$ cat src/rtl/patch_overlap_average_merge_assert.svh
// ----------------------------------------------------------------------------
// Assertion macros for the patch overlap average merge block
// Shorthand for clocked implication checks with an asynchronous reset guard.
// ----------------------------------------------------------------------------
`ifndef PATCH_OVERLAP_AVERAGE_MERGE_ASSERT_SVH
`define PATCH_OVERLAP_AVERAGE_MERGE_ASSERT_SVH

// The consequent must hold in the same cycle as the antecedent.
`define POAM_ASSERT_SAME(label, clock, resetn, ante, cons) \
    label: assert property (@(posedge clock) disable iff (!resetn) (ante) |-> (cons)) \
        else $error("poam assertion failed");

// The consequent must hold in the cycle after the antecedent.
`define POAM_ASSERT_NEXT(label, clock, resetn, ante, cons) \
    label: assert property (@(posedge clock) disable iff (!resetn) (ante) |=> (cons)) \
        else $error("poam assertion failed");

`endif

$ cat src/rtl/poam_pkg.sv
// ----------------------------------------------------------------------------
// poam_pkg
// Shared widths, codes, the voxel word layout and the box clamp helper.
// ----------------------------------------------------------------------------
package poam_pkg;

    localparam int SUM_W     = 24;
    localparam int CNT_W     = 8;
    localparam int SAMPLE_W  = 16;
    localparam int BOX_W     = 11;
    localparam int POS_W     = 6;
    localparam int SIZE_W    = 7;
    localparam int COORD_W   = SIZE_W + 1;
    localparam int CFG_IDX_W = 2;

    localparam int DEF_DIM_X = 64;
    localparam int DEF_DIM_Y = 64;
    localparam int DEF_DIM_Z = 64;

    localparam logic [SIZE_W-1:0] SIZE_RESET = 7'd64;
    localparam logic [CNT_W-1:0]  CNT_MAX    = 8'd255;

    localparam logic OP_ACC  = 1'b0;
    localparam logic OP_READ = 1'b1;

    localparam logic [CFG_IDX_W-1:0] CFG_SIZE_X = 2'd0;
    localparam logic [CFG_IDX_W-1:0] CFG_SIZE_Y = 2'd1;
    localparam logic [CFG_IDX_W-1:0] CFG_SIZE_Z = 2'd2;

    typedef struct packed {
        logic [CNT_W-1:0]        count;
        logic signed [SUM_W-1:0] sum;
    } voxel_t;

    localparam int VOXEL_W = $bits(voxel_t);

    // Clamp a signed box corner to the range [0, hi].
    function automatic logic [SIZE_W-1:0] clamp_axis(
        input logic signed [BOX_W-1:0] v,
        input logic [SIZE_W-1:0]       hi
    );
        logic signed [BOX_W-1:0] hi_s;
        hi_s = $signed(BOX_W'(hi));
        if (v < 0)
            return '0;
        else if (v > hi_s)
            return hi;
        else
            return v[SIZE_W-1:0];
    endfunction

endpackage

$ cat src/rtl/poam_div.sv
// ----------------------------------------------------------------------------
// poam_div
// Radix-2 restoring divider: signed sum by unsigned count, one bit per cycle.
// ----------------------------------------------------------------------------
module poam_div (
    input  logic                               clk,
    input  logic                               rst_n,
    input  logic                               start,
    input  logic signed [poam_pkg::SUM_W-1:0]  dividend,
    input  logic [poam_pkg::CNT_W-1:0]         divisor,
    output logic                               done,
    output logic [poam_pkg::SAMPLE_W-1:0]      quotient
);

    import poam_pkg::*;

    localparam int STEP_W = $clog2(SUM_W + 1);

    logic [STEP_W-1:0] step_reg;
    logic              done_reg;
    logic [SUM_W-1:0]  dvd_reg;
    logic [CNT_W-1:0]  rem_reg;
    logic [CNT_W-1:0]  den_reg;
    logic              neg_reg;

    logic [CNT_W:0]    rem_sh;
    logic              fits;
    logic [CNT_W:0]    rem_diff;
    logic [SAMPLE_W-1:0] quo_low;

    // The partial remainder stays below the divisor, so the shifted value fits.
    assign rem_sh   = {rem_reg, dvd_reg[SUM_W-1]};
    assign fits     = rem_sh >= {1'b0, den_reg};
    assign rem_diff = rem_sh - {1'b0, den_reg};

    always_ff @(posedge clk or negedge rst_n)
    begin
        if (!rst_n)
        begin
            step_reg <= '0;
            done_reg <= 1'b0;
        end
        else
        begin
            done_reg <= (step_reg == STEP_W'(1));
            if (start)
            begin
                step_reg <= STEP_W'(SUM_W);
            end
            else if (step_reg != '0)
            begin
                step_reg <= step_reg - STEP_W'(1);
            end
        end
    end

    always_ff @(posedge clk)
    begin
        if (start)
        begin
            neg_reg <= dividend[SUM_W-1];
            dvd_reg <= dividend[SUM_W-1] ? (SUM_W'(0) - dividend) : dividend;
            den_reg <= divisor;
            rem_reg <= '0;
        end
        else if (step_reg != '0)
        begin
            dvd_reg <= {dvd_reg[SUM_W-2:0], fits};
            rem_reg <= fits ? rem_diff[CNT_W-1:0] : rem_sh[CNT_W-1:0];
        end
    end

    assign quo_low  = dvd_reg[SAMPLE_W-1:0];
    assign quotient = neg_reg ? (SAMPLE_W'(0) - quo_low) : quo_low;
    assign done     = done_reg;

endmodule
$ cat config.mk
export PLATFORM = sky130hd
export DESIGN_NAME = poam_div
export DESIGN_NICKNAME = d
export VERILOG_FILES = /design/src/rtl/patch_overlap_average_merge_assert.svh /design/src/rtl/poam_pkg.sv /design/src/rtl/poam_div.sv
export SDC_FILE = /design/constraint.sdc
export NUM_CORES = 1
export LEC_CHECK = 0
export ABC_AREA = 0
export BUFFER_PORTS_ARGS = -buffer_cell sky130_fd_sc_hd__buf_2
export CAP_MARGIN = 25
export CELL_PAD_IN_SITES_DETAIL_PLACEMENT = 0
export CELL_PAD_IN_SITES_GLOBAL_PLACEMENT = 1
export CORE_MARGIN = 8
export CORE_UTILIZATION = 40
export CTS_BUF_LIST = sky130_fd_sc_hd__clkbuf_4 sky130_fd_sc_hd__clkbuf_8
export CTS_CLUSTER_SIZE = 8
export DETAILED_ROUTE_END_ITERATION = 8
export GPL_ROUTABILITY_DRIVEN = 0
export PLACE_DENSITY = 0.78
export SETUP_SLACK_MARGIN = 0.05
export SLEW_MARGIN = 20
export SYNTH_ARGS = -nofsm -noshare
export SYNTH_HDL_FRONTEND = slang
export SYNTH_SLANG_ARGS = --single-unit
$ cat constraint.sdc
create_clock -name clk -period 2.15 [get_ports clk]
set_input_delay 0.43 -clock clk [delete_from_list [all_inputs] [get_ports clk]]
set_output_delay 0.43 -clock clk [all_outputs]
set_load 0.1 [all_outputs]
Yosys cells after proc, flatten, opt, wreduce, memory -nomap -nowiden
Cells that the tools add are included.
Widths: inputs -> output; s select.

cells by class
  bitwise operators = 0
  add/sub/neg operators = 4
  reductions and logical operators = 2
  magnitude comparators = 1
  equality and inequality tests = 1
  multiplexer cells = 7
  divide/modulo/power cells = 0
  $mul = 0
  shifts and indexed selects = 0

operators with widths
  kind                   count
  $mux 24                3
  $sub 1x24->24 const A  1
  $mux 16                1
  $sub 1x16->16 const A  1
  $mux 5                 2
  $ge 9x8->1             1
  $mux 8                 1
  $sub 8x8->8            1
  $eq 5x1->1 const B     1
  $reduce_bool 5->1      1
  $sub 5x1->5 const B    1
  $reduce_bool 2->1      1

storage, ports and cells
  bits in registers = 47
  logic and storage cells = 21
  output and inout port bits = 17
  bits in latches = 0
  bits of input ports = 35
  RAM bits = 0
  bits in read-only memories = 0
  memories kept = 0

Logic depth before layout (Yosys ltp)
Gate-level depths: netlist of the first run.

  depth after elaboration = 3
  depth in mapped cells = 8
  mapped depth without buffers = 8

Worst setup path before layout of the first run
No wires, ideal clock.

  path kind = reg2out
  from = reg neg_reg
  to = out quotient[1] (netlist name)
  arrival = 2765 ps
  required time = 1720 ps
  path slack = -1045 ps
  buffers on the path = 1
  stages on the path, launching flop included = 3
  cell sequence = edfxtp_1 clkbuf_1 o21ai_0

on the way
  longest elaborated chain between the ends = 1

RTL lines
  item                    line            source
  start, declared         poam_div.sv:24  logic neg_reg;
  start signal, assigned  poam_div.sv:61  neg_reg <= dividend[SUM_W-1];
  $mux 16                 poam_div.sv:74  assign quotient = neg_reg ? (SAMPLE_W'(0) - quo_low) : quo_low;
  end, declared           poam_div.sv:12  output logic [poam_pkg::SAMPLE_W-1:0] quotient

No other way between the ends.

Final worst setup path of the first run
  from = reg dvd_reg[1]
  to = out quotient[15] (netlist name)

on the way
  longest elaborated chain between the ends = 2

RTL lines
  item                    line            source
  start, declared         poam_div.sv:21  logic [SUM_W-1:0] dvd_reg;
  start signal, assigned  poam_div.sv:62  dvd_reg <= dividend[SUM_W-1] ? (SUM_W'(0) - dividend) : dividend;
  start signal, assigned  poam_div.sv:68  dvd_reg <= {dvd_reg[SUM_W-2:0], fits};
  $sub 1x16->16           poam_div.sv:74
  $mux 16                 poam_div.sv:74

No other way between the ends.

==> results of run 1 <==
==> layout make-up <==
cell class | count | share of cell area (%)
multi-input combinational | 271 | 46.20
inverter | 20 | 1.572
tap | 102 | 2.673
timing repair buffer | 110 | 19.84
clock buffer | 6 | 1.730
clock inverter | 2 | 0.7338
sequential | 47 | 27.25
==> cells by family (layout without fill, tap and decap cells) <==
group                      Yosys count  in the layout  synth area share, %
muxes                                1              1               0.3096
adders and majority gates           14             14                5.650
AOI/OAI and AO/OA                   96             96                19.08
and+or+nand+nor                    122            122                19.70
xor gates and xnor gates            38             38                10.29
buffers and inverters               35            138                4.721
DFF                                 47             47                40.25
==> critical path: cells and delay by family, from the launching register on <==
family / cells / cell delay, ns
compound gates: 1 / 0.17
xor+xnor: 1 / 0.11
buf+inv: 4 / 0.69
flops: 1 / 0.43
simple gates: 2 / 0.37
==> synth_stat cells, drive strengths merged, types with 2 or more instances <==
cell    count  share of area (%)
o2111a      2               0.70
a311o       2               0.62
nand4       3               0.58
or4         4                1.2
ha         13                5.0
clkbuf     11                1.6
and2        3               0.58
nand3b      5                1.2
nand2      15                1.7
inv        20                2.3
dfxtp       8                5.0
nor4        2               0.39
o31ai      12                3.1
or3         7                1.5
nor3b       6                1.4
a211oi      3               0.70
a311oi      4                1.1
nand2b      5               0.97
a211o       2               0.54
nand3      10                1.7
a31oi       4               0.77
o41ai       4                1.1
nor3       11                1.7
a21o        3               0.70
edfxtp     33                 31
o21ai      20                3.1
nor2b       6                1.2
xnor2      21                5.7
a21oi      34                5.3
nor2       42                4.9
o211ai      2               0.46
dfrtp       6                4.6
xor2       17                4.6
buf         4               0.81
==> per-layer routing <==
metal / up-vias / part of all wire, %
li1: 1490 / -
met1: 1365 / 46
met2: 70 / 49
met3: 10 / 3.6
met4: 0 / 1.2
met5: - / 0
==> worst paths after layout <==
check                                         from                 endpoint  slack [ns]
setup / recovery              dvd_reg[1]$_DFFE_PP_             quotient[15]       -0.35
max in group asynchronous                    rst_n  step_reg[2]$_DFFE_PN0P_        1.53
min in group asynchronous                    rst_n  step_reg[1]$_DFFE_PN0P_        0.48
hold reg to reg            step_reg[3]$_DFFE_PN0P_  step_reg[3]$_DFFE_PN0P_        0.52
setup reg to reg              den_reg[7]$_DFFE_PP_  rem_reg[5]$_SDFFE_PP0P_        0.22
hold / removal                          divisor[0]     den_reg[0]$_DFFE_PP_        0.30
==> power by group through the flow <==
stage | logic (W) | clock network, W | registers, W
after floorplan | 0.00152 | 0 | 0.00128
after global placement | 0.00217 | 0 | 0.00126
after detailed placement | 0.00221 | 0 | 0.00127
after CTS | 0.00229 | 0.000700 | 0.00125
after global routing | 0.00254 | 0.000741 | 0.00128
final | 0.00236 | 0.000681 | 0.00125
==> metrics by stage <==
step / util [%] / cells
2_1_floorplan: - / 353
3_3_place_gp: 56.57 / 539
3_5_place_dp: 56.57 / 539
4_1_cts: 59.84 / 556
5_1_grt: 61.47 / 558
6_report: 61.47 / 558
==> what timing repair did <==
action,CTS,global route
pin swaps,7,10
resized for setup,15,23
endpoints found under the setup margin,14,22
hold buffers,1,0
endpoints found under the hold margin,6,0
buffers inserted,8,2
==> results.toml, run 1 <==
[status]
status = "finished, violations left"
violations = "setup timing"

[global_route]
grtUsageTotal_pct = 15.01
grt_pass1_vias = 3068
grt_pass1_wl_um = 14190
grt_most_used_layer = "met2"
met1_usage_pct = 19.05
grt_overflow_total = 0
met2_usage_pct = 25.51
antenna_found_initial = 0
grtUsageMet3_pct = 2.838
grt_max_degree = 35

[power]
netSwitchingFraction_pct = 41.39
seqPwrFrac_pct = 29.2
netSwitchingPower_w = 0.001777
combPwrFrac_pct = 54.9
peakVddDrop_mv = 0.4073
intPower_w = 0.002516
power.total_w = 0.004294
p_clk_share_pct = 15.9
power.density_nw_per_um2 = 899.2
p_leak_nw = 1.963

[min_path]
holdCritPathClass = "input port to flip-flop"
holdPathStages = 1

[logic_synthesis]
yosys.cell_types.count = 52
yosysSeqAreaShare_pct = 40.25
synth_seq_cells = 47
synth_edf_count = 33
ys.flop_type = "edfxtp_1"
syn_area_per_cell_um2 = 9.159
syn-num-nets = 402
synth-warning-count = 0
syn_inst = 353
synth_area_um2 = 3233
async_flop_share_pct = 12.77

[finish]
antenna_cells = 0
final_common_cell = "buf_4"
layout_common_cells = "buf_4, nor2_1, buf_2, a21oi_1, edfxtp_1"
multiInputGateArea_um2 = 2206
nFillCells = 661
fin_nets = 504
seq_area_um2 = 1301
final_area_um2 = 4775
largest_reg_flops = 24
area_growth_pct = 47.68
drive_above_1_share_pct = 36.84

[setup_path]
crit_slowest_cell = "edfxtp_1"
max_stage_delay_ns = 0.43
worstPathMaxFanout = 3
cp-end-kind = "output pin"
crit_path_start_kind = "flip-flop"
cp_cell_sequence = "buf_6 -> nor3_4 -> nand4_1 -> buf_4 -> o31ai_4 -> buf_6 -> xnor2_4 -> buf_12"
ff2ff_path_depth = 7
cp_common_cell = "buf_6"
critPathKind = "flip-flop to output pin"
worstPathArrival_ns = 2.07
required_ns = 1.72

[timing]
rsz0062_at_grt = "yes"
relSlewSlack_pct = 67.62
timing.final.crit_share_pct = 116.3
fin_setup_tns_ns = -2.298
setup_viol = 11
worst_slack_ns = -0.3502
whs_ns = 0.2978
finalClockSkew_ns = 0.008290
worst_pin_slew_ns = 0.4890
period_minus_slack_ns = 2.500
maxSlewViolCount = 0
hold_viol_final = 0
max_freq_mhz = 400.0

[floorplan]
rows = 32
dieHeight_um = 105.9
start_util_pct = 41.62
ios = 52
coreArea_um2 = 7767
die_x_um = 105.9
fp.dieArea_um2 = 11220

[route]
routed_wl_um = 8339
drt-initial-drc-count = 160
ant_nets = 0
firstDrtPassIters = 4
num_vias = 2935
drc = 0
wl_per_cell_um = 14.94
vias_per_cell = 5.260

[cts]
clock_latency_ns = 0.30
cts_num_sinks = 47
cts_buffer_depth = 2
cts_tree = "done"
path_clk_slew_ns = 0.09
cts-root-buf = "clkbuf_8"
numCtsBuffers = 5
h-tree-depth = 2

[placed_design]
dp_slack_ns = -0.2716
port_buffers = 51
place_area_um2 = 4394
hpwl_um = 6315

[job]
max_cap_viol_count = 0
(Power assumes the default switching activity.)
==> inputs of run 2 (changes only) <==
--- a/config.mk
+++ b/config.mk
@@ -17,6 +17,7 @@
 export DETAILED_ROUTE_END_ITERATION = 8
 export GPL_ROUTABILITY_DRIVEN = 0
 export PLACE_DENSITY = 0.78
+export REMOVE_ABC_BUFFERS = 1
 export SETUP_SLACK_MARGIN = 0.05
 export SLEW_MARGIN = 20
 export SYNTH_ARGS = -nofsm -noshare
==> run 2 against run 1 <==
  * The flow still finishes with violations (setup timing)
  * Critical path type unchanged
  * Highest routed layer unchanged
  * Combinational power decreased by 8.5%
  * Fmax decreased by 0.34%
  * Sequential power barely moved
  * Die area is the same
==> results.toml, run 2 (synthesis results as in run 1) <==
[setup_path]
worstPathArrival_ns = 2.08
ff2ff_path_depth = 8
r2r_setup_slack_ns = 0.18
reg2reg_from = "dvd_reg[23]$_DFFE_PP_"
crit_path_start_kind = "flip-flop"
worstPathMaxFanout = 3
worstReg2RegEnd = "rem_reg[4]$_SDFFE_PP0P_"
cp-end-kind = "output pin"
critPathKind = "flip-flop to output pin"
required_ns = 1.72

[cts]
h-tree-depth = 2
cts_tree = "done"
path_clk_slew_ns = 0.09
cts_buffer_depth = 2
numCtsBuffers = 5
clock_latency_ns = 0.31
cts_num_sinks = 47
cts-root-buf = "clkbuf_8"

[timing]
relSlewSlack_pct = 67.43
timing.final.crit_share_pct = 116.7
whs_ns = 0.2875
worst_pin_slew_ns = 0.4920
maxSlewViolCount = 0
hold_viol_final = 0
worst_slack_ns = -0.3587
rsz0062_at_grt = "yes"
setup_viol = 12
max_freq_mhz = 398.6
finalClockSkew_ns = 0.01434
period_minus_slack_ns = 2.509

[global_route]
grt_pass1_vias = 2959
antenna_found_initial = 0
grtUsageTotal_pct = 15.09
grt_overflow_total = 0
grt_max_degree = 44
grt_pass1_wl_um = 14050

[power]
p_leak_nw = 1.782
power.total_w = 0.003959
netSwitchingPower_w = 0.001676
p_clk_share_pct = 14.2
peakVddDrop_mv = 0.4155
combPwrFrac_pct = 54.4
intPower_w = 0.002283
seqPwrFrac_pct = 31.4
netSwitchingFraction_pct = 42.33
power.density_nw_per_um2 = 917.5

[finish]
antenna_cells = 0
nFillCells = 699
area_growth_pct = 33.48
seq_area_um2 = 1301
final_common_cell = "nor2_1"
largest_reg_flops = 24
drive_above_1_share_pct = 27.89
multiInputGateArea_um2 = 1856
final-instance-count-excl-fill = 543
layout_common_cells = "nor2_1, buf_4, buf_2, a21oi_1, edfxtp_1"
fin_nets = 489

[placed_design]
dp_slack_ns = -0.2657
dp.cells = 529
hpwl_um = 6190
port_buffers = 51

[status]
violations = "setup timing"
status = "finished, violations left"

[floorplan]
die_x_um = 105.9
rows = 32
start_util_pct = 41.62
fp.dieArea_um2 = 11220
dieHeight_um = 105.9
coreArea_um2 = 7767
ios = 52

[route]
drt-initial-drc-count = 120
firstDrtPassIters = 4
drc = 0
wl_per_cell_um = 15.41
num_vias = 2911
ant_nets = 0
vias_per_cell = 5.361
routed_wl_um = 8367

[min_path]
holdCritPathClass = "input port to flip-flop"
whs_endpoint = "den_reg[2]$_DFFE_PP_"
holdPathStages = 1
hp-start = "divisor[2]"

[job]
max_cap_viol_count = 0
[run 2: what timing repair did]
| item | CTS | global route |
|---|---|---|
| buffers inserted | 5 | 0 |
| endpoints found under the hold margin | 6 | 0 |
| hold buffers | 1 | 0 |
| resized for setup | 15 | 8 |
| endpoints found under the setup margin | 14 | 21 |
| pin swaps | 6 | 5 |
[run 2: how the worst max path moves through the flow]
stage	from	endpoint	slack, ns	depth (start not counted)
after detailed placement	dividend[11]	dvd_reg[18]$_DFFE_PP_	-0.27	6
after global routing	dvd_reg[1]$_DFFE_PP_	quotient[13]	-0.46	7
after global placement	dividend[11]	dvd_reg[18]$_DFFE_PP_	-0.23	6
after floorplan	dvd_reg[0]$_DFFE_PP_	quotient[14]	-1.54	6
final	dvd_reg[1]$_DFFE_PP_	quotient[13]	-0.36	7
after CTS	dvd_reg[0]$_DFFE_PP_	quotient[12]	-0.36	7
[run 2: power by group through the flow]
| stage | logic [W] | clock network [W] | registers (W) |
|---|---|---|---|
| detailed placement | 0.00205 | 0 | 0.00127 |
| global placement | 0.00202 | 0 | 0.00126 |
| floorplan | 0.00132 | 0 | 0.00129 |
| finish | 0.00216 | 0.000561 | 0.00124 |
| CTS | 0.00214 | 0.000571 | 0.00124 |
| global route | 0.00232 | 0.000605 | 0.00126 |
[run 2: worst max-delay path, stage by stage (launching register included)]
cell      delay (ns)
edfxtp_1        0.40
buf_4           0.15
nor3_2          0.14
buf_4           0.13
nand4_1         0.22
o41ai_2         0.30
xnor2_1         0.21
buf_12          0.21
[run 2: metal layers]
| layer | track usage [%] | up-vias | wire length, um |
|---|---|---|---|
| met2 | 25.16 | 46 | 4041 |
| li1 | - | 1468 | - |
| met5 | 0 | - | 0 |
| met4 | 4.221 | 0 | 112 |
| met1 | 19.29 | 1387 | 3880 |
| met3 | 3.140 | 10 | 331 |
[run 2: cell type report]
type	count	area share, %
sequential	47	30.15
multi-input combinational	271	43.00
inverter	20	1.740
clock buffer	6	1.914
clock inverter	2	0.2320
timing repair buffer	95	20.01
tap	102	2.957
[run 2: metrics by stage]
step	utilization [%]	setup TNS, ns	instance area [um^2]
finish	55.56	-2.659	4315
global route	55.56	-3.891	4315
CTS	55.11	-2.673	4280
detailed placement	52.09	-1.741	4046
global placement	52.09	-1.504	4046
floorplan	-	-19.61	3156
